**src/rtl/cra_pkg.sv**
```systemverilog
// Shared types and constants for the checked rational ALU.
// No dependencies; imported by every other file of the block but rtl/cra_mul.sv.
package cra_pkg;

  typedef struct packed {
    logic [2:0]         func;
    logic signed [63:0] a_num;
    logic signed [63:0] a_den;
    logic signed [63:0] b_num;
    logic [62:0]        b_den;
    logic signed [63:0] exponent;
  } in_t;

  typedef struct packed {
    logic signed [63:0] res_num;
    logic [62:0]        res_den;
    logic [1:0]         status;
  } out_t;

  localparam logic [1:0] ST_OK  = 2'd0;
  localparam logic [1:0] ST_OVF = 2'd1;
  localparam logic [1:0] ST_DZ  = 2'd2;

  localparam logic [2:0] FN_NORM = 3'd0;
  localparam logic [2:0] FN_ADD  = 3'd1;
  localparam logic [2:0] FN_SUB  = 3'd2;
  localparam logic [2:0] FN_MUL  = 3'd3;
  localparam logic [2:0] FN_DIV  = 3'd4;
  localparam logic [2:0] FN_POW  = 3'd5;

  localparam logic [63:0] S64_MIN = {1'b1, 63'd0};

  typedef enum logic [1:0] {SEL_XN, SEL_XD, SEL_YN, SEL_YD} opsel_e;

  typedef struct packed {
    logic       load;
    logic       x_to_t;
    logic       swap_t;
    logic       addsub;
    logic       sub;
    logic       neg_tn;
    logic       mul_start;
    opsel_e     mul_a;
    opsel_e     mul_b;
    logic       mul_abs_b;
    logic       mul_dst;     // 0: tn, 1: td
    logic       norm_start;
    logic       norm_dst;    // 0: x, 1: y
    logic       acc_one;
    logic       copy_xy;
    logic       k_neg;
    logic       k_shift;
    logic       finish;
    logic [1:0] fin_status;
  } cmd_t;

  typedef struct packed {
    logic       mul_done;
    logic       mul_ovf;
    logic       norm_done;
    logic [1:0] norm_st;
    logic       as_ovf;
    logic       yn_zero;
    logic       yn_min;
    logic       yn_neg;
    logic       xn_zero;
    logic       k_zero;
    logic       k_sign;
    logic       k_min;
    logic       k_lsb;
    logic       k_last;
    logic       tn_min;
    logic       out_free;
  } sts_t;

endpackage

```
**src/rtl/cra_ctrl.sv**
```systemverilog
// Sequencer: walks each operation through multiplies, checks and
// normalisations, issuing commands to cra_dp. Uses cra_pkg.
module cra_ctrl (
  input  logic          clk_i,
  input  logic          rst_ni,
  input  logic          in_valid_i,
  output logic          in_ready_o,
  input  logic [2:0]    in_func_i,
  input  cra_pkg::sts_t sts_i,
  output cra_pkg::cmd_t cmd_o
);
  import cra_pkg::*;

  localparam logic [4:0] S_IDLE    = 5'd0;
  localparam logic [4:0] S_DISP    = 5'd1;
  localparam logic [4:0] S_AS_M1   = 5'd2;
  localparam logic [4:0] S_AS_M2   = 5'd3;
  localparam logic [4:0] S_AS_ADD  = 5'd4;
  localparam logic [4:0] S_AS_M3   = 5'd5;
  localparam logic [4:0] S_MU_M1   = 5'd6;
  localparam logic [4:0] S_MU_M2   = 5'd7;
  localparam logic [4:0] S_DV_M1   = 5'd8;
  localparam logic [4:0] S_DV_CHK  = 5'd9;
  localparam logic [4:0] S_DV_M2   = 5'd10;
  localparam logic [4:0] S_DV_NEG  = 5'd11;
  localparam logic [4:0] S_NORM    = 5'd12;
  localparam logic [4:0] S_PW_NINV = 5'd13;
  localparam logic [4:0] S_PW_INIT = 5'd14;
  localparam logic [4:0] S_PW_LOOP = 5'd15;
  localparam logic [4:0] S_PW_AM1  = 5'd16;
  localparam logic [4:0] S_PW_AM2  = 5'd17;
  localparam logic [4:0] S_PW_AN   = 5'd18;
  localparam logic [4:0] S_PW_SH   = 5'd19;
  localparam logic [4:0] S_PW_BM1  = 5'd20;
  localparam logic [4:0] S_PW_BM2  = 5'd21;
  localparam logic [4:0] S_PW_BN   = 5'd22;
  localparam logic [4:0] S_FIN     = 5'd23;

  logic [4:0] state_q, state_d, nxt;
  logic [2:0] func_q, func_d;
  logic [1:0] st_q, st_d;
  logic       issued_q, issued_d, mul_step, norm_step;

  always_comb begin
    cmd_o     = '0;
    state_d   = state_q;
    func_d    = func_q;
    st_d      = st_q;
    issued_d  = issued_q;
    mul_step  = 1'b0;
    norm_step = 1'b0;
    nxt       = S_FIN;
    in_ready_o = state_q == S_IDLE;
    cmd_o.sub = func_q == FN_SUB;
    cmd_o.fin_status = st_q;

    case (state_q)
      S_IDLE: begin
        if (in_valid_i) begin
          cmd_o.load = 1'b1;
          func_d     = in_func_i;
          st_d       = ST_OK;
          state_d    = S_DISP;
        end
      end
      S_DISP: begin
        case (func_q)
          FN_ADD, FN_SUB: state_d = S_AS_M1;
          FN_MUL:         state_d = S_MU_M1;
          FN_DIV: begin
            if (sts_i.yn_zero) begin
              st_d    = ST_DZ;
              state_d = S_FIN;
            end else begin
              state_d = S_DV_M1;
            end
          end
          FN_POW: begin
            if (sts_i.k_zero) begin
              cmd_o.acc_one = 1'b1;
              state_d       = S_FIN;
            end else if (sts_i.k_sign) begin
              if (sts_i.xn_zero) begin
                st_d    = ST_DZ;
                state_d = S_FIN;
              end else begin
                cmd_o.swap_t = 1'b1;
                state_d      = S_PW_NINV;
              end
            end else begin
              cmd_o.copy_xy = 1'b1;
              cmd_o.acc_one = 1'b1;
              state_d       = S_PW_LOOP;
            end
          end
          default: begin
            cmd_o.x_to_t = 1'b1;
            state_d      = S_NORM;
          end
        endcase
      end
      S_AS_M1: begin
        mul_step = 1'b1; cmd_o.mul_a = SEL_XN; cmd_o.mul_b = SEL_YD; nxt = S_AS_M2;
      end
      S_AS_M2: begin
        mul_step = 1'b1; cmd_o.mul_a = SEL_YN; cmd_o.mul_b = SEL_XD;
        cmd_o.mul_dst = 1'b1; nxt = S_AS_ADD;
      end
      S_AS_ADD: begin
        if (sts_i.as_ovf) begin
          st_d    = ST_OVF;
          state_d = S_FIN;
        end else begin
          cmd_o.addsub = 1'b1;
          state_d      = S_AS_M3;
        end
      end
      S_AS_M3: begin
        mul_step = 1'b1; cmd_o.mul_a = SEL_XD; cmd_o.mul_b = SEL_YD;
        cmd_o.mul_dst = 1'b1; nxt = S_NORM;
      end
      S_MU_M1: begin
        mul_step = 1'b1; cmd_o.mul_a = SEL_XN; cmd_o.mul_b = SEL_YN; nxt = S_MU_M2;
      end
      S_MU_M2: begin
        mul_step = 1'b1; cmd_o.mul_a = SEL_XD; cmd_o.mul_b = SEL_YD;
        cmd_o.mul_dst = 1'b1; nxt = S_NORM;
      end
      S_DV_M1: begin
        mul_step = 1'b1; cmd_o.mul_a = SEL_XN; cmd_o.mul_b = SEL_YD; nxt = S_DV_CHK;
      end
      S_DV_CHK: begin
        if (sts_i.yn_min) begin
          st_d    = ST_OVF;
          state_d = S_FIN;
        end else begin
          state_d = S_DV_M2;
        end
      end
      S_DV_M2: begin
        mul_step = 1'b1; cmd_o.mul_a = SEL_XD; cmd_o.mul_b = SEL_YN;
        cmd_o.mul_abs_b = 1'b1; cmd_o.mul_dst = 1'b1; nxt = S_DV_NEG;
      end
      S_DV_NEG: begin
        if (sts_i.yn_neg && sts_i.tn_min) begin
          st_d    = ST_OVF;
          state_d = S_FIN;
        end else begin
          cmd_o.neg_tn = sts_i.yn_neg;
          state_d      = S_NORM;
        end
      end
      S_NORM: begin
        norm_step = 1'b1; nxt = S_FIN;
      end
      S_PW_NINV: begin
        norm_step = 1'b1; cmd_o.norm_dst = 1'b1; nxt = S_PW_INIT;
      end
      S_PW_INIT: begin
        if (sts_i.k_min) begin
          st_d    = ST_OVF;
          state_d = S_FIN;
        end else begin
          cmd_o.k_neg   = 1'b1;
          cmd_o.acc_one = 1'b1;
          state_d       = S_PW_LOOP;
        end
      end
      S_PW_LOOP: state_d = sts_i.k_lsb ? S_PW_AM1 : S_PW_SH;
      S_PW_AM1: begin
        mul_step = 1'b1; cmd_o.mul_a = SEL_XN; cmd_o.mul_b = SEL_YN; nxt = S_PW_AM2;
      end
      S_PW_AM2: begin
        mul_step = 1'b1; cmd_o.mul_a = SEL_XD; cmd_o.mul_b = SEL_YD;
        cmd_o.mul_dst = 1'b1; nxt = S_PW_AN;
      end
      S_PW_AN: begin
        norm_step = 1'b1; nxt = S_PW_SH;
      end
      S_PW_SH: begin
        cmd_o.k_shift = 1'b1;
        state_d = sts_i.k_last ? S_FIN : S_PW_BM1;
      end
      S_PW_BM1: begin
        mul_step = 1'b1; cmd_o.mul_a = SEL_YN; cmd_o.mul_b = SEL_YN; nxt = S_PW_BM2;
      end
      S_PW_BM2: begin
        mul_step = 1'b1; cmd_o.mul_a = SEL_YD; cmd_o.mul_b = SEL_YD;
        cmd_o.mul_dst = 1'b1; nxt = S_PW_BN;
      end
      S_PW_BN: begin
        norm_step = 1'b1; cmd_o.norm_dst = 1'b1; nxt = S_PW_LOOP;
      end
      S_FIN: begin
        if (sts_i.out_free) begin
          cmd_o.finish = 1'b1;
          state_d      = S_IDLE;
        end
      end
      default: state_d = S_IDLE;
    endcase

    // start a unit once on entry, then wait for its done pulse
    if (mul_step) begin
      if (!issued_q) begin
        cmd_o.mul_start = 1'b1;
        issued_d        = 1'b1;
      end else if (sts_i.mul_done) begin
        issued_d = 1'b0;
        if (sts_i.mul_ovf) begin
          st_d    = ST_OVF;
          state_d = S_FIN;
        end else begin
          state_d = nxt;
        end
      end
    end
    if (norm_step) begin
      if (!issued_q) begin
        cmd_o.norm_start = 1'b1;
        issued_d         = 1'b1;
      end else if (sts_i.norm_done) begin
        issued_d = 1'b0;
        if (sts_i.norm_st != ST_OK) begin
          st_d    = sts_i.norm_st;
          state_d = S_FIN;
        end else begin
          state_d = nxt;
        end
      end
    end
  end

  always_ff @(posedge clk_i or negedge rst_ni) begin
    if (!rst_ni) begin
      state_q  <= S_IDLE;
      func_q   <= FN_NORM;
      st_q     <= ST_OK;
      issued_q <= 1'b0;
    end else begin
      state_q  <= state_d;
      func_q   <= func_d;
      st_q     <= st_d;
      issued_q <= issued_d;
    end
  end

endmodule

```
**config.mk**
```make
export PLATFORM = sky130hd
export DESIGN_NAME = cra_ctrl
export DESIGN_NICKNAME = d
export VERILOG_FILES = /design/src/rtl/cra_pkg.sv /design/src/rtl/cra_ctrl.sv
export SDC_FILE = /design/constraint.sdc
export NUM_CORES = 1
export LEC_CHECK = 0
export ABC_AREA = 1
export BUFFER_PORTS_ARGS = -buffer_cell sky130_fd_sc_hd__buf_2
export CAP_MARGIN = 0
export CORE_ASPECT_RATIO = 1.75
export CORE_MARGIN = 2
export CORE_UTILIZATION = 55
export DETAILED_ROUTE_END_ITERATION = 8
export PLACE_DENSITY_LB_ADDON = 0.2
export SYNTH_ARGS = -nofsm -noshare
export SYNTH_HDL_FRONTEND = slang
export SYNTH_SLANG_ARGS = --single-unit
```
**constraint.sdc**
```tcl
create_clock -name clk_i -period 4.35 [get_ports clk_i]
set_clock_uncertainty 0.15 [all_clocks]
set_input_delay 0.435 -clock clk_i [delete_from_list [all_inputs] [get_ports clk_i]]
set_output_delay 0.435 -clock clk_i [all_outputs]
set_load 0.03 [all_outputs]
```
After elaboration in Yosys (flattened, before gate mapping)
Cells that the tools add are included.

word-level totals
  bits in registers = 11
  bits of input ports = 23
  output and inout port bits = 23
  word-level logic and storage cells = 127

operators by class
  equality and inequality tests = 28
  muxes and demuxes = 80
  reductions and logical operators = 15

operators with widths
  cell                                            count
  two-way mux 5 bit                               18
  case mux 5 bit (13 select lines)                1
  case mux 5 bit (10 select lines)                1
  two-way mux 2 bit                               22
  == test 5 x 4 -> 1 bit (second input constant)  8
  == test 5 bit (second input constant)           8
  two-way mux 1 bit                               33
  case mux 4 bit (7 select lines)                 1
  == test 5 x 3 -> 1 bit (second input constant)  4
  case mux 5 bit (4 select lines)                 1
  OR reduction 15 bit                             1
  case mux 2 bit (6 select lines)                 1
  OR reduction 11 bit                             1
  == test 5 x 2 -> 1 bit (second input constant)  2
  OR reduction 2 bit                              5
  == test 3 x 2 -> 1 bit (second input constant)  2
  == test 3 bit (second input constant)           2
  OR reduction 6 bit                              1
  == test 5 x 1 -> 1 bit (second input constant)  1
  logical NOT 5 bit                               1
  OR reduction 5 bit                              1
  case mux 2 bit (2 select lines)                 1
  OR reduction 4 bit                              1
  == test 3 x 1 -> 1 bit (second input constant)  1
  other kinds (5)                                 5

Logic depth before layout (Yosys ltp)
  depth after elaboration = 13
  depth in mapped cells = 14

Worst setup path before layout
No wires, ideal clock.

  path type = flip-flop to output port
  start = register state_q[3]
  end = output port cmd_o[5] in the netlist's numbering
  arrival = 1725 ps
  data required time = 3765 ps
  path slack = 2040 ps
  stages on the path, launching flop included = 6
  path buffers = 0
  cells stage by stage = dfrtp_1 > nor2_4 > inv_2 > nor2_2 > nand2_1 > nor3_1

RTL lines
  item                    line             text
  from (decl)             cra_ctrl.sv:39   logic [4:0] state_q, state_d, nxt;
  from (signal assigned)  cra_ctrl.sv:241  state_q <= state_d;
  to (decl)               cra_ctrl.sv:10   output cra_pkg::cmd_t cmd_o

==> reports/qor.csv <==
metric,value,unit
wire_per_inst,13.8,µm
slew_viol_final,0,
post_cts_resized,0,
synthToLayoutAreaGrowth,17.5,%
cp_capture_type,output port,
synth_top_cell_by_area,sky130_fd_sc_hd__nand2_1,
floorplan.initialDensity,0.573,
synth_nets,330,
drive_above_1_share,0.255,
area.sequential,275,µm²
worstMarginPinSlew,0.482,ns
dpl.hpwl,4460,µm
fillerInstances,315,
netlist_top_cells_area,"sky130_fd_sc_hd__nand2_1 (20%), sky130_fd_sc_hd__dfrtp_1 (17%), sky130_fd_sc_hd__nor2_1 (12%)",
time_the_worst_path_needs_with_i_o_delays_and_setup,2.61,ns
cp.required,3.76,ns
power.density,814,nW/µm²
netlist.area_leader.share,0.202,
ioPinCount,46,
worst_hold_endpoint,func_q[1],
via_count,2087,
ratio_of_final_minimum_period_to_clock_period,0.599,
cts_tree,yes,
yosysWarningCount,0,
rsz0062_at_grt,false,
whs_path_depth,3,
r2r_setup_slk,2.15,ns
overflow,0,
fmax,384,MHz
tritoncts.num_buffers,3,
hold_path_startpoint,in_func_i[1],
worst_skew_pair.late_latency,0.24,ns
timing.rr.start,state_q[1],
ys_types,28,
capture_instance_of_the_worst_register_to_register_path,st_q[0],
slowest_delay,0.58,ns
rr_worst_depth,10,
crit_path_cell_trace,nand2_1 > nor2_1 > nand2_2 > inv_1 > nor2_2 > nand3_4 > nand2_1 > inv_1 > buf_2,
max-slew-margin-rel,0.679,
die_h,76.6,µm
netlist_instances,307,
max_cap_violations,0,
remaining_drc_errors,0,
totalWireLength,5260,µm
ys_ff_latch,11,
synth.avg_cell_area,5.40,µm²
cts_htree_levels,1,
max-vdd-ir-drop,0.517,mV
diodes,0,
synthesis.area,1660,µm²
antenna_found_initial,0,
p_leak,0.00122,µW
cts-root-to-sink-buffers,2,
grt_pass1_vias,2051,
drt-pass1-iter-count,5,
crit_slowest_cell,sky130_fd_sc_hd__dfrtp_1,
grt.total_usage,0.342,
finalHoldViolations,0,
arrival,2.02,ns
hp-class,in -> reg,
kind_of_start_point_of_the_critical_path,flop,
finalHoldWorstSlack,0.246,ns
number_of_sinks_driven_by_the_clock_tree,11,
numPortBuffers,45,
via_per_inst,5.48,
die_w,45.5,µm
multi_input_comb_area,1200,µm²
floorplan.rows,26,
timing.setup.tns,0,ns
path_class,reg -> out,
die-area,3490,µm²
outcome,"finished, final reports clean",
gp_congestion,0.959,
grt_start_max_net_pins,14,
final-setup-viol-count,0,
clock_transition_at_the_register_clock_pins_on_the_worst_setup_and_hold_paths_after_cts,0.05,ns
grt_first_pass_wirelength,8910,µm
core_area,2900,µm²
critical_path_peak_fanout,12,
buffer_cell_driving_the_clock_tree_root,sky130_fd_sc_hd__clkbuf_8,
drt_iter0_markers,56,
ant_nets,0,
synth.yosys.seq_area_share,0.166,
final_nets,377,
cells by family (layout without fill, tap and decap cells):
kind of cell / Yosys count / in the layout / share of synthesized area
buf+inv: 45 / 91 / 0.109
compound gates: 26 / 26 / 0.0876
flops: 11 / 11 / 0.166
simple gates: 225 / 225 / 0.638
layout by cell type (no fill, tap or decap), drive strengths merged:
cell type,n
nor2,69
a22oi,1
dlygate4sd3,1
clkinv,1
buf,45
nand4,3
o21ai,14
o211ai,1
nor4,1
clkbuf,4
inv,40
nand3b,1
o22ai,1
nor3,8
nand3,42
dfrtp,11
a21oi,8
nand2,101
a31oi,1
layer usage:
layer	global-route usage	vias up	part of all wire
li1	-	1067	-
met1	0.347	926	0.36
met2	0.600	67	0.53
met3	0.0355	27	0.041
met4	0.226	0	0.068
met5	0	-	0
sequential cells by signal, indices dropped and copies added, names as in the netlist:
name	flops
state_q	5
st_q	2
issued_q	1
func_q	3
worst max-delay path by stage:
stage                          start   endpoint  slack [ns]  cells past startpoint
after detailed placement  state_q[0]  cmd_o[15]        2.02                     10
after CTS                 state_q[0]  cmd_o[15]        1.75                     10
final                     state_q[0]  cmd_o[15]        1.74                      9
after global placement    state_q[0]  cmd_o[15]        2.03                      9
after floorplan           state_q[3]   cmd_o[5]        2.04                      5
after global routing      state_q[0]  cmd_o[15]        1.61                     10
critical path, delay by kind of cell, from the launching register on:
family | cells | cell delay [ns]
buffers and inverters | 3 | 0.34
flip-flops | 1 | 0.58
AND/OR/NAND/NOR | 6 | 0.85
synth_stat cells (all sizes together):
library cell and instances:
a21oi 8, a22oi 1, a31oi 1, buf 4, clkinv 1, dfrtp 11
inv 40, nand2 101, nand3 42, nand3b 1, nand4 3, nor2 69
nor3 8, nor4 1, o211ai 1, o21ai 14, o22ai 1
power by group:
group	total (µW)	switching [µW]	leakage, µW	internal [µW]
clock	105	40.5	0.0000228	64.5
sequential	249	96.3	0.000133	153
combinational	1230	865	0.00106	366
total	1580	1000	0.00122	583
per-stage QoR:
stage          utilization  instance area, µm²  std cells  total power (µW)  worst slack, ns
2_1_floorplan            -                1660        307              1180             2.04
3_3_place_gp         0.654                1890        376              1450             2.03
3_5_place_dp         0.654                1890        376              1460             2.02
4_1_cts              0.673                1950        381              1580             1.75
5_1_grt              0.673                1950        381              1750             1.61
6_report             0.673                1950        381              1580             1.74
cell type report:
cell class                      count  area share
Multi-Input combinational cell    251       0.617
Tap cell                           28      0.0180
Timing Repair Buffer               46       0.121
Sequential cell                    11       0.141
Clock buffer                        4      0.0231
Inverter                           41      0.0796
what timing repair did:
| action | 4_1_cts | 5_1_grt |
|---|---|---|
| endpoints found under the hold margin | 11 | 0 |
| hold buffers | 1 | 0 |
| setup buffers | 0 | 0 |
Power figures use the tool's default switching activity.
